===== config.mk =====
export PLATFORM = sky130hd
export DESIGN_NAME = binary_to_decimal_ascii_core_flat
export DESIGN_NICKNAME = d
export VERILOG_FILES = /design/src/design/bdasc_pkg.sv /design/src/design/bdasc_if.sv /design/src/design/bdasc_seq.sv /design/src/design/bdasc_dp.sv /design/src/design/binary_to_decimal_ascii_core.sv /design/src/flat_wrapper.sv
export SDC_FILE = /design/constraint.sdc
export NUM_CORES = 1
export LEC_CHECK = 0
export BUFFER_PORTS_ARGS = -buffer_cell sky130_fd_sc_hd__buf_2
export CORE_MARGIN = 2
export CORE_UTILIZATION = 60
export DETAILED_ROUTE_END_ITERATION = 10
export GPL_ROUTABILITY_DRIVEN = 0
export PLACE_DENSITY = 0.91
export SYNTH_ARGS = -nofsm -noshare
export SYNTH_HDL_FRONTEND = slang
export SYNTH_SLANG_ARGS = --single-unit

===== constraint.sdc =====
create_clock -name i_clk -period 11.3 [get_ports i_clk]
set_input_delay 0.565 -clock i_clk [delete_from_list [all_inputs] [get_ports i_clk]]
set_output_delay 0.565 -clock i_clk [all_outputs]
set_load 0.1 [all_outputs]

===== src/design/bdasc_pkg.sv =====
// ----------------------------------------------------------------------------
// bdasc_pkg
// Shared types, constants and the control store of the binary to decimal
// ASCII converter.
// ----------------------------------------------------------------------------
package bdasc_pkg;

    localparam int DEF_VALUE_BITS = 32;
    localparam int DEF_MAX_DIGITS = 10;
    localparam int CHAR_W         = 6;
    localparam logic [CHAR_W-1:0] ASCII_ZERO = CHAR_W'(48);
    localparam logic [CHAR_W-1:0] ASCII_NINE = CHAR_W'(57);

    typedef logic [1:0] t_pc;

    localparam t_pc STEP_IDLE = 2'd0;
    localparam t_pc STEP_DAB  = 2'd1;
    localparam t_pc STEP_SKIP = 2'd2;
    localparam t_pc STEP_EMIT = 2'd3;

    typedef enum logic [1:0] {
        OP_IDLE = 2'd0,
        OP_DAB  = 2'd1,
        OP_SKIP = 2'd2,
        OP_EMIT = 2'd3
    } t_op;

    typedef enum logic [1:0] {
        C_NO_IN     = 2'd0,
        C_MORE_BITS = 2'd1,
        C_SKIP_ZERO = 2'd2,
        C_NOT_DONE  = 2'd3
    } t_cond;

    typedef struct packed {
        t_op   op;
        t_cond cond;
        t_pc   target;
    } t_uword;

    typedef struct packed {
        t_op op;
    } t_ctrl;

    typedef struct packed {
        logic in_fire;
        logic more_bits;
        logic skip_zero;
        logic emit_last;
    } t_status;

    // control store: jump to target when cond holds, else fall through
    function automatic t_uword urom(input t_pc pc);
        t_uword w;
        case (pc)
            STEP_IDLE: w = '{op: OP_IDLE, cond: C_NO_IN,     target: STEP_IDLE};
            STEP_DAB:  w = '{op: OP_DAB,  cond: C_MORE_BITS, target: STEP_DAB};
            STEP_SKIP: w = '{op: OP_SKIP, cond: C_SKIP_ZERO, target: STEP_SKIP};
            STEP_EMIT: w = '{op: OP_EMIT, cond: C_NOT_DONE,  target: STEP_EMIT};
            default:   w = '{op: OP_IDLE, cond: C_NO_IN,     target: STEP_IDLE};
        endcase
        return w;
    endfunction

endpackage


===== src/design/bdasc_if.sv =====
// ----------------------------------------------------------------------------
// bdasc_if
// Valid/ready channels: binary value words in, ASCII character words out.
// ----------------------------------------------------------------------------
interface bdasc_in_if #(
    parameter int VALUE_BITS = bdasc_pkg::DEF_VALUE_BITS
);
    logic                  valid;
    logic                  ready;
    logic [VALUE_BITS-1:0] value;

    modport source (output valid, output value, input ready);
    modport sink   (input valid, input value, output ready);
endinterface

interface bdasc_out_if;
    logic                          valid;
    logic                          ready;
    logic [bdasc_pkg::CHAR_W-1:0]  digit_char;
    logic                          last;

    modport source (output valid, output digit_char, output last, input ready);
    modport sink   (input valid, input digit_char, input last, output ready);
endinterface


===== src/design/bdasc_seq.sv =====
// ----------------------------------------------------------------------------
// bdasc_seq
// Step counter and control store; picks the next step from datapath status.
// ----------------------------------------------------------------------------
module bdasc_seq (
    input  logic               i_clk,
    input  logic               i_rst_n,
    input  bdasc_pkg::t_status i_status,
    output bdasc_pkg::t_ctrl   o_ctrl
);
    import bdasc_pkg::*;

    t_pc    r_pc;
    t_pc    n_pc;
    t_uword w_uw;
    logic   w_take;

    assign w_uw      = urom(r_pc);
    assign o_ctrl.op = w_uw.op;

    always_comb begin
        case (w_uw.cond)
            C_NO_IN:     w_take = !i_status.in_fire;
            C_MORE_BITS: w_take = i_status.more_bits;
            C_SKIP_ZERO: w_take = i_status.skip_zero;
            C_NOT_DONE:  w_take = !i_status.emit_last;
            default:     w_take = 1'b0;
        endcase
        n_pc = w_take ? w_uw.target : t_pc'(r_pc + 2'd1);
    end

    always_ff @(posedge i_clk) begin
        if (!i_rst_n) begin
            r_pc <= STEP_IDLE;
        end else begin
            r_pc <= n_pc;
        end
    end

endmodule


===== src/design/bdasc_dp.sv =====
// ----------------------------------------------------------------------------
// bdasc_dp
// Shift-and-add-3 datapath, leading zero skip and registered character output.
// ----------------------------------------------------------------------------
module bdasc_dp #(
    parameter int VALUE_BITS = bdasc_pkg::DEF_VALUE_BITS,
    parameter int MAX_DIGITS = bdasc_pkg::DEF_MAX_DIGITS
) (
    input  logic               i_clk,
    input  logic               i_rst_n,
    input  bdasc_pkg::t_ctrl   i_ctrl,
    output bdasc_pkg::t_status o_status,
    bdasc_in_if.sink           i_in,
    bdasc_out_if.source        o_out
);
    import bdasc_pkg::*;

    localparam int BCD_W    = 4 * MAX_DIGITS;
    localparam int BITCNT_W = $clog2(VALUE_BITS + 1);
    localparam int DCNT_W   = $clog2(MAX_DIGITS + 1);

    logic [VALUE_BITS-1:0] r_bin,    n_bin;
    logic [BCD_W-1:0]      r_bcd,    n_bcd;
    logic [BITCNT_W-1:0]   r_bitcnt, n_bitcnt;
    logic [DCNT_W-1:0]     r_dcnt,   n_dcnt;
    logic                  r_ovf,    n_ovf;
    logic                  r_ov,     n_ov;
    logic [CHAR_W-1:0]     r_char,   n_char;
    logic                  r_last,   n_last;

    logic [BCD_W-1:0]      w_adj;
    logic [3:0]            w_top;
    logic                  w_in_fire;
    logic                  w_skip_zero;
    logic                  w_emit_ld;

    assign w_top       = r_bcd[BCD_W-1 -: 4];
    assign w_in_fire   = i_in.valid && i_in.ready;
    assign w_skip_zero = (w_top == 4'd0) && (r_dcnt > DCNT_W'(1)) && !r_ovf;
    assign w_emit_ld   = (i_ctrl.op == OP_EMIT) && (!r_ov || o_out.ready);

    assign i_in.ready       = (i_ctrl.op == OP_IDLE);
    assign o_out.valid      = r_ov;
    assign o_out.digit_char = r_char;
    assign o_out.last       = r_last;

    assign o_status.in_fire   = w_in_fire;
    assign o_status.more_bits = (r_bitcnt != BITCNT_W'(1));
    assign o_status.skip_zero = w_skip_zero;
    assign o_status.emit_last = w_emit_ld && (r_dcnt == DCNT_W'(1));

    always_comb begin
        for (int d = 0; d < MAX_DIGITS; d++) begin
            w_adj[4*d +: 4] = (r_bcd[4*d +: 4] >= 4'd5) ? 4'(r_bcd[4*d +: 4] + 4'd3)
                                                         : r_bcd[4*d +: 4];
        end
    end

    always_comb begin
        n_bin    = r_bin;
        n_bcd    = r_bcd;
        n_bitcnt = r_bitcnt;
        n_dcnt   = r_dcnt;
        n_ovf    = r_ovf;
        n_char   = r_char;
        n_last   = r_last;
        n_ov     = r_ov && !o_out.ready;
        case (i_ctrl.op)
            OP_IDLE: begin
                if (w_in_fire) begin
                    n_bin    = i_in.value;
                    n_bcd    = '0;
                    n_bitcnt = BITCNT_W'(VALUE_BITS);
                    n_dcnt   = DCNT_W'(MAX_DIGITS);
                    n_ovf    = 1'b0;
                end
            end
            OP_DAB: begin
                n_bcd    = {w_adj[BCD_W-2:0], r_bin[VALUE_BITS-1]};
                n_ovf    = r_ovf | w_adj[BCD_W-1];
                n_bin    = {r_bin[VALUE_BITS-2:0], 1'b0};
                n_bitcnt = r_bitcnt - BITCNT_W'(1);
            end
            OP_SKIP: begin
                if (w_skip_zero) begin
                    n_bcd  = r_bcd << 4;
                    n_dcnt = r_dcnt - DCNT_W'(1);
                end
            end
            OP_EMIT: begin
                if (w_emit_ld) begin
                    n_char = ASCII_ZERO + {2'b00, w_top};
                    n_last = (r_dcnt == DCNT_W'(1));
                    n_ov   = 1'b1;
                    n_bcd  = r_bcd << 4;
                    n_dcnt = r_dcnt - DCNT_W'(1);
                end
            end
            default: ;
        endcase
    end

    always_ff @(posedge i_clk) begin
        if (!i_rst_n) begin
            r_bitcnt <= '0;
            r_dcnt   <= '0;
            r_ovf    <= 1'b0;
            r_ov     <= 1'b0;
        end else begin
            r_bitcnt <= n_bitcnt;
            r_dcnt   <= n_dcnt;
            r_ovf    <= n_ovf;
            r_ov     <= n_ov;
        end
    end

    always_ff @(posedge i_clk) begin
        r_bin  <= n_bin;
        r_bcd  <= n_bcd;
        r_char <= n_char;
        r_last <= n_last;
    end

    a_load_bits: assert property (@(posedge i_clk) disable iff (!i_rst_n)
        w_in_fire |=> (r_bitcnt == BITCNT_W'(VALUE_BITS)) && (r_dcnt == DCNT_W'(MAX_DIGITS)))
        else $error("bit counter not loaded");

    a_dab_cnt: assert property (@(posedge i_clk) disable iff (!i_rst_n)
        (i_ctrl.op == OP_DAB) |-> (r_bitcnt != '0))
        else $error("conversion step with no bits left");

    a_emit_cnt: assert property (@(posedge i_clk) disable iff (!i_rst_n)
        (i_ctrl.op == OP_EMIT) |-> (r_dcnt != '0))
        else $error("emit with no digits left");

    a_char_rng: assert property (@(posedge i_clk) disable iff (!i_rst_n)
        r_ov |-> (r_char >= ASCII_ZERO) && (r_char <= ASCII_NINE))
        else $error("character out of digit range");

    a_ready_busy: assert property (@(posedge i_clk) disable iff (!i_rst_n)
        w_in_fire |=> !i_in.ready)
        else $error("input taken while converting");

endmodule


===== src/design/binary_to_decimal_ascii_core.sv =====
// Sequence: after the value word is taken come VALUE_BITS shift-and-add-3
// steps, one step per suppressed zero, one skip exit step and one output load
// step, which makes the first character word valid.
// Each value word passes the accept, 32 shift, skip exit and MAX_DIGITS skip
// or emit steps, which sink stalls extend; the next word is then accepted.
// Reset: synchronous active-low i_rst_n returns the step counter to idle and
// empties the output register; no clearing pass.
// ----------------------------------------------------------------------------
// binary_to_decimal_ascii_core
// Converts an unsigned binary value word into its decimal ASCII characters,
// most significant first, leading zeros suppressed, last character marked.
// ----------------------------------------------------------------------------
module binary_to_decimal_ascii_core #(
    parameter int VALUE_BITS = bdasc_pkg::DEF_VALUE_BITS,
    parameter int MAX_DIGITS = bdasc_pkg::DEF_MAX_DIGITS
) (
    input  logic        i_clk,
    input  logic        i_rst_n,
    bdasc_in_if.sink    i_in,
    bdasc_out_if.source o_out
);
    import bdasc_pkg::*;

    t_ctrl   w_ctrl;
    t_status w_status;

    bdasc_seq u_seq (
        .i_clk    (i_clk),
        .i_rst_n  (i_rst_n),
        .i_status (w_status),
        .o_ctrl   (w_ctrl)
    );

    bdasc_dp #(
        .VALUE_BITS (VALUE_BITS),
        .MAX_DIGITS (MAX_DIGITS)
    ) u_dp (
        .i_clk    (i_clk),
        .i_rst_n  (i_rst_n),
        .i_ctrl   (w_ctrl),
        .o_status (w_status),
        .i_in     (i_in),
        .o_out    (o_out)
    );

endmodule


===== src/flat_wrapper.sv =====
// flat-port wrapper written by rule: the top's interface ports become plain ports
module binary_to_decimal_ascii_core_flat import bdasc_pkg::*;
#(
    parameter int VALUE_BITS = bdasc_pkg::DEF_VALUE_BITS,
    parameter int MAX_DIGITS = bdasc_pkg::DEF_MAX_DIGITS
)
  (i_clk, i_rst_n, i_in_valid, i_in_value, i_in_ready, o_out_valid, o_out_digit_char, o_out_last, o_out_ready);
  bdasc_in_if #(.VALUE_BITS(VALUE_BITS)) i_in_i ();
  bdasc_out_if o_out_i ();
  input  logic i_clk;
  input  logic i_rst_n;
  input wire logic [$bits(i_in_i.valid)-1:0] i_in_valid;
  input wire logic [$bits(i_in_i.value)-1:0] i_in_value;
  output wire logic [$bits(i_in_i.ready)-1:0] i_in_ready;
  output wire logic [$bits(o_out_i.valid)-1:0] o_out_valid;
  output wire logic [$bits(o_out_i.digit_char)-1:0] o_out_digit_char;
  output wire logic [$bits(o_out_i.last)-1:0] o_out_last;
  input wire logic [$bits(o_out_i.ready)-1:0] o_out_ready;
  assign i_in_i.valid = i_in_valid;
  assign i_in_i.value = i_in_value;
  assign i_in_ready = i_in_i.ready;
  assign o_out_valid = o_out_i.valid;
  assign o_out_digit_char = o_out_i.digit_char;
  assign o_out_last = o_out_i.last;
  assign o_out_i.ready = o_out_ready;
  binary_to_decimal_ascii_core #(.VALUE_BITS(VALUE_BITS), .MAX_DIGITS(MAX_DIGITS)) u_core (.i_clk(i_clk), .i_rst_n(i_rst_n), .i_in(i_in_i), .o_out(o_out_i));
endmodule

After elaboration in Yosys (flattened, before gate mapping)
Index checks and enable logic that the tools add are counted.

word-level totals
  output and inout port bits = 9
  register bits after elaboration = 93
  word-level logic and storage cells = 100
  bits of input ports = 36

operators by class
  multiplexer cells = 29
  equality and inequality tests = 14
  $add $sub $neg = 14
  bitwise gates (word level) = 1
  $lt $le $gt $ge = 11
  reductions and logical operators = 22

operators by type and width
  kind                                                  number
  case mux 40 bit (4 select lines)                      1
  two-way mux 40 bit                                    3
  case mux 32 bit (2 select lines)                      1
  two-way mux 4 bit                                     13
  adder 4 x 2 -> 4 bit (second input constant)          10
  >= comparator 4 x 3 -> 1 bit (second input constant)  10
  two-way mux 32 bit                                    1
  case mux 6 bit (4 select lines)                       1
  equality test 2 bit (second input constant)           6
  case mux 4 bit (3 select lines)                       1
  case mux 6 bit (2 select lines)                       1
  adder 5 x 5 -> 6 bit (first input constant)           1
  equality test 2 x 1 -> 1 bit (second input constant)  3
  logical AND 1 bit                                     6
  zero test 2 bit                                       3
  two-way mux 6 bit                                     1
  != test 6 x 1 -> 1 bit (second input constant)        1
  subtractor 6 x 1 -> 6 bit (second input constant)     1
  zero test 1 bit                                       5
  equality test 4 x 1 -> 1 bit (second input constant)  1
  > comparator 4 x 1 -> 1 bit (second input constant)   1
  zero test 4 bit                                       1
  != test 2 bit (second input constant)                 2
  case mux 1 bit (4 select lines)                       1
  other kinds (13)                                      16

Logic depth before layout (Yosys ltp)
  depth after elaboration = 8
  mapped depth = 10

Cells and area by module
Synthesis repeated with hierarchy kept, for this count alone.

second synthesis, totals
  cell total of the unflattened synthesis = 509
  area, all modules = 5052.3 sq um

modules (own cells, without submodules)
  module     seq. area each (sq um)  cells an instance  area an instance (sq um)  times used
  bdasc_dp   2552.4                  487                4847.1                    1
  bdasc_seq  40.0                    22                 205.2                     1

Least setup slack after synthesis
OpenSTA, ideal clock, no wires.

  path kind = reg-to-reg
  start = reg u_core.u_seq.r_pc[1]
  end = reg u_core.u_dp.r_bcd[0] (enable)
  arrival = 3888 ps
  period minus slack after synthesis = 4339 ps
  setup slack = 6961 ps
  stages on the path, launching flop included = 7
  data required time = 10849 ps
  buffers on the path = 1
  path through = dfxtp_1 -> clkbuf_1 -> inv_1 -> ha_1 -> nand2b_1 -> a21bo_2 -> a21oi_1

on the way
  word-level cells in the longest chain between the ends = 6
  elaborated cells between the ends (all ways) = 14
  those cells by class = eq/ne (8); mux (1); reduce/logical (5)

ends and longest elaborated chain
  item                                         RTL line            source
  from (decl)                                  bdasc_seq.sv:13     t_pc r_pc;
  from (signal assigned)                       bdasc_seq.sv:36     r_pc <= n_pc;
  equality test 2 bit (tied with other cells)  bdasc_pkg.sv:55     case (pc)
  case mux 6 bit (4 select lines) (*)          bdasc_pkg.sv:55
  zero test 2 bit (*)                          bdasc_dp.sv:42      assign i_in.ready = (i_ctrl.op == OP_IDLE);
  net i_in_ready                               flat_wrapper.sv:14  output wire logic [$bits(i_in_i.ready)-1:0] i_in_ready;
  logical AND 1 bit                            bdasc_dp.sv:38      assign w_in_fire = i_in.valid && i_in.ready;
  != test 2 x 1 -> 1 bit (no line) (*)         --
  AND reduction 3 bit (no line) (*)            --
  to (signal assigned)                         bdasc_dp.sv:119     r_bcd <= n_bcd;
  to (decl)                                    bdasc_dp.sv:23      logic [BCD_W-1:0] r_bcd, n_bcd;

The timed path passes the listed nets; every way through them passes the cells marked *.
A chain may end at the register's enable or synchronous reset.

Worst setup path after layout
  start = reg u_core.u_seq.r_pc[1]
  end = reg u_core.u_dp.r_bitcnt[4]

on the way
  word-level cells in the longest chain between the ends = 6
  elaborated cells between the ends (all ways) = 12
  those cells by class = eq/ne (5); mux (2); reduce/logical (5)

ends and longest elaborated chain
  item                                         RTL line                        source
  equality test 2 bit (tied with other cells)  bdasc_pkg.sv:55
  case mux 6 bit (4 select lines) (*)          bdasc_pkg.sv:55
  zero test 2 bit                              bdasc_dp.sv:42, bdasc_dp.sv:68
  logical AND 1 bit                            bdasc_dp.sv:38
  != test 2 x 1 -> 1 bit (no line)             --
  AND reduction 2 bit (no line)                --
  to (signal assigned)                         bdasc_dp.sv:110                 r_bitcnt <= n_bitcnt;
  to (decl)                                    bdasc_dp.sv:24                  logic [BITCNT_W-1:0] r_bitcnt, n_bitcnt;

Mark *: on every way between the ends. The rest lies on a longest branch, timed or not.

==> flow_summary.yaml <==
status:
  run_status: "finished clean"
timing:
  final_period_minus_worst_setup_slack_ns: 3.77
  fmax_mhz: 265
  setup_viol_count_final: 0
  finalHoldViolations: 0
  timing.clock.skew_ns: 0.00973
  layout_worst_path_cycle_share_pct: 33.4
  timing.slew.headroom_pct: 20.0
  report.final.slew_viol_count: 0
  setup_ws_ns: 7.53
  rsz0062_at_grt: "false"
  worst_pin_slew_ns: 1.20
  setup_total_negative_slack_ns: 0
min_path:
  whs_path_depth: 2
  hold_path_startpoint: "i_rst_n"
  min-delay-path-class: "in -> reg"
  worst_hold_path.endpoint: "u_core.u_dp.r_bitcnt[5]"
flow_run:
  maxCapViolations: 0
floorplanning:
  io_pins: 45
  core_area_sq_um: 8130
  die_height_um: 95.1
  die-width_um: 95.1
  die_area_sq_um: 9040
  placement_rows: 33
  initial_core_util_pct: 61.2
yosys:
  yosys-top-cells-area: "edfxtp_1 (46%), ha_1 (7.3%), mux2_2 (7.0%)"
  yosysWarningCount: 0
  post_synth_most_frequent_cells: "edfxtp_1 (77), nor2_1 (50), nand2_1 (41)"
  count_of_flip_flops_with_a_built_in_enable_after_synthesis: 77
  yosys.cell_types.count: 50
  synth_cells: 454
  synth-seq-area-share_pct: 52.1
  yosysMostFrequentCell: "edfxtp_1"
  dominantRegCellSynth: "edfxtp_1"
  syn_area_per_cell_sq_um: 11.0
  synth.top_cell.area_share_pct: 46.5
  synth-async-reset-ratio_pct: 0
  cell_area_after_technology_mapping_sq_um: 4980
  cell_accounting_for_the_most_synthesized_area: "edfxtp_1"
  ys_ff_latch: 91
setup_path:
  cp-start-kind: "register"
  worst_path_most_repeated_cell: "inv_1"
  r2r-start: "u_core.u_seq.r_pc[1]"
  timing.reg2reg.setup_slack_ns: 7.53
  slowest_stage_cell_crit_path: "inv_1"
  crit_family: "buffers and inverters"
  reg2regPathDepth: 8
  worst_path_largest_cell_delay_ns: 0.95
  crit_arrival_ns: 4.02
  worst-path-max-fanout: 34
  critical_path_buf_inv_count: 2
  crit_required_ns: 11.55
  worst_setup_path_end_kind: "register"
  critical_path.reg2reg.endpoint: "u_core.u_dp.r_bitcnt[4]"
  timing.critical_path.cells: "inv_1 -> ha_1 -> mux2i_1 -> inv_1 -> nand2_1 -> nor3_1 -> xnor2_1 -> nor2_1"
  criticalPathCategory: "reg -> reg"
  cp-startpoint: "u_core.u_seq.r_pc[1]"
cells_and_area:
  num-nets-final: 558
  syn2layout_area_growth_pct: 10.1
  antenna_cells: 0
  layout-drive-gt1-share_pct: 20.3
  utilization_pct: 67.3
pwr:
  internal_power_w: 0.000961
  power.share.sequential_pct: 43.1
  comb_power_share_pct: 43.1
  power.leakage_nw: 2.09
  clockPowerShare_pct: 13.8
  power.switching_w: 0.000678
  switching_fraction_pct: 41.4
  ir_worst_vdd_v: 0.000162
  cellPowerDensity_nw_per_um2: 299
placement:
  portBuffers: 42
  placement_setup_slack_ns: 7.51
  place.detailed.hpwl_um: 6330
clock_tree:
  cts_resized: 0
  cts.repair_timing.setup_buffer_count: 0
  clock-root-buffer: "clkbuf_8"
  cts.htree.levels: 3
  cts_inserted_buffers: 9
  cts_tree: "built"
  clock_tree.buffer_depth: 2
  cts.sink_count: 91
  insertion_delay_ns: 0.37
  cts_hold_buf: 0
  register_clock_pin_slew_on_the_reported_worst_setup_and_hold_paths_ns: 0.09
drt:
  post_route_drc: 0
  vias_per_cell: 5.71
  drt_antenna_net_count: 0
  firstDrtPassIters: 5
  finalWirelength_um: 9380
  initialDrtViolationCount: 235
  post_drt_wl_per_cell_um: 15.5
  route.vias.total: 3446
global_routing:
  global_route.overflow_total: 0
  pin_count_of_the_biggest_net_entering_global_routing: 64
  grt_pass1_wl_um: 15900
  track_usage_pct: 22.9
  antenna_violations_before_repair: 0
  first_global_vias: 3456
## kinds of logic (layout without fill, tap and decap cells)
logic type / count (synthesis) / after routing / share of synthesized area (%)
compound gates: 99 / 99 / 12.5
xor+xnor: 20 / 20 / 3.52
fa+ha+maj: 29 / 29 / 7.29
buf+inv: 47 / 90 / 3.77
flops: 91 / 91 / 52.1
mux: 34 / 34 / 7.62
other cells: 1 / 2 / 0.0754
simple gates: 133 / 133 / 13.1
## flip-flops by register name (all words and copies together) (netlist names)
| name | count |
|---|---|
| u_core.u_dp.r_bcd | 40 |
| u_core.u_dp.r_bin | 32 |
| u_core.u_seq.r_pc | 2 |
| u_core.u_dp.o_out.last | 1 |
| u_core.u_dp.r_dcnt | 4 |
| u_core.u_dp.o_out.digit_char | 4 |
| u_core.u_dp.r_bitcnt | 6 |
| u_core.u_dp.o_out.valid | 1 |
| u_core.u_dp.r_ovf | 1 |
## power groups by stage
stage | logic, W | registers, W | clock network (W)
after CTS | 0.000709 | 0.000705 | 0.000229
final | 0.000706 | 0.000706 | 0.000227
after floorplan | 0.000562 | 0.000685 | 0
after global routing | 0.000791 | 0.000728 | 0.000244
after detailed placement | 0.000702 | 0.000709 | 0
after global placement | 0.000661 | 0.000699 | 0
## layout by cell type, fill, tap and decap left out, types with 7 or more instances in the layout
master,count
edfxtp_1,77
nor2_1,50
buf_2,42
nand2_1,41
mux2_2,31
inv_1,30
a21oi_1,28
o21ai_0,28
ha_1,28
a22oi_1,17
xnor2_1,14
dfxtp_1,14
nand2b_1,12
clkbuf_8,9
nor3b_1,7
## worst register-to-register path, stage by stage, from the launching register on
cell and delay (ns):
dfxtp_1 0.62, inv_1 0.20, ha_1 0.94, mux2i_1 0.31, inv_1 0.95, nand2_1 0.21
nor3_1 0.23, xnor2_1 0.15, nor2_1 0.05
## stage by stage
step / area, sq um / hold slack, ns / total power [W] / cells
after global placement: 5280 / 0.478 / 0.00136 / 587
after global routing: 5480 / 0.478 / 0.00176 / 603
final: 5480 / 0.479 / 0.00164 / 603
after CTS: 5480 / 0.474 / 0.00164 / 603
after floorplan: 4980 / 0.462 / 0.00125 / 455
after detailed placement: 5280 / 0.486 / 0.00141 / 587
## layout make-up
cell class,instances,area (sq um)
Clock buffer,10,128
Clock inverter,6,73.8
Timing Repair Buffer,44,225
Tap cell,105,131
Fill cell,583,2660
Multi-Input combinational cell,317,2210
Sequential cell,91,2590
Inverter,30,113
## metal layers
metal | vias to the layer above | wire [um] | global-route usage (%)
met3 | 13 | 467 | 6.09
met5 | - | 0 | 0
li1 | 1695 | - | -
met2 | 99 | 4680 | 38.3
met4 | 0 | 182 | 7.85
met1 | 1639 | 4050 | 29.0
## how the worst max path moves through the flow
stage | to | slack [ns] | cells after the start
6_report | u_core.u_dp.r_bitcnt[4] | 7.53 | 8
5_1_grt | u_core.u_dp.r_bitcnt[4] | 7.08 | 8
4_1_cts | u_core.u_dp.r_bitcnt[4] | 7.53 | 8
3_5_place_dp | u_core.u_dp.r_bitcnt[4] | 7.51 | 8
3_3_place_gp | u_core.u_dp.r_bitcnt[4] | 7.73 | 8
2_1_floorplan | u_core.u_dp.r_bcd[0] | 6.96 | 6
No activity file was read; power rests on OpenSTA's default activity.
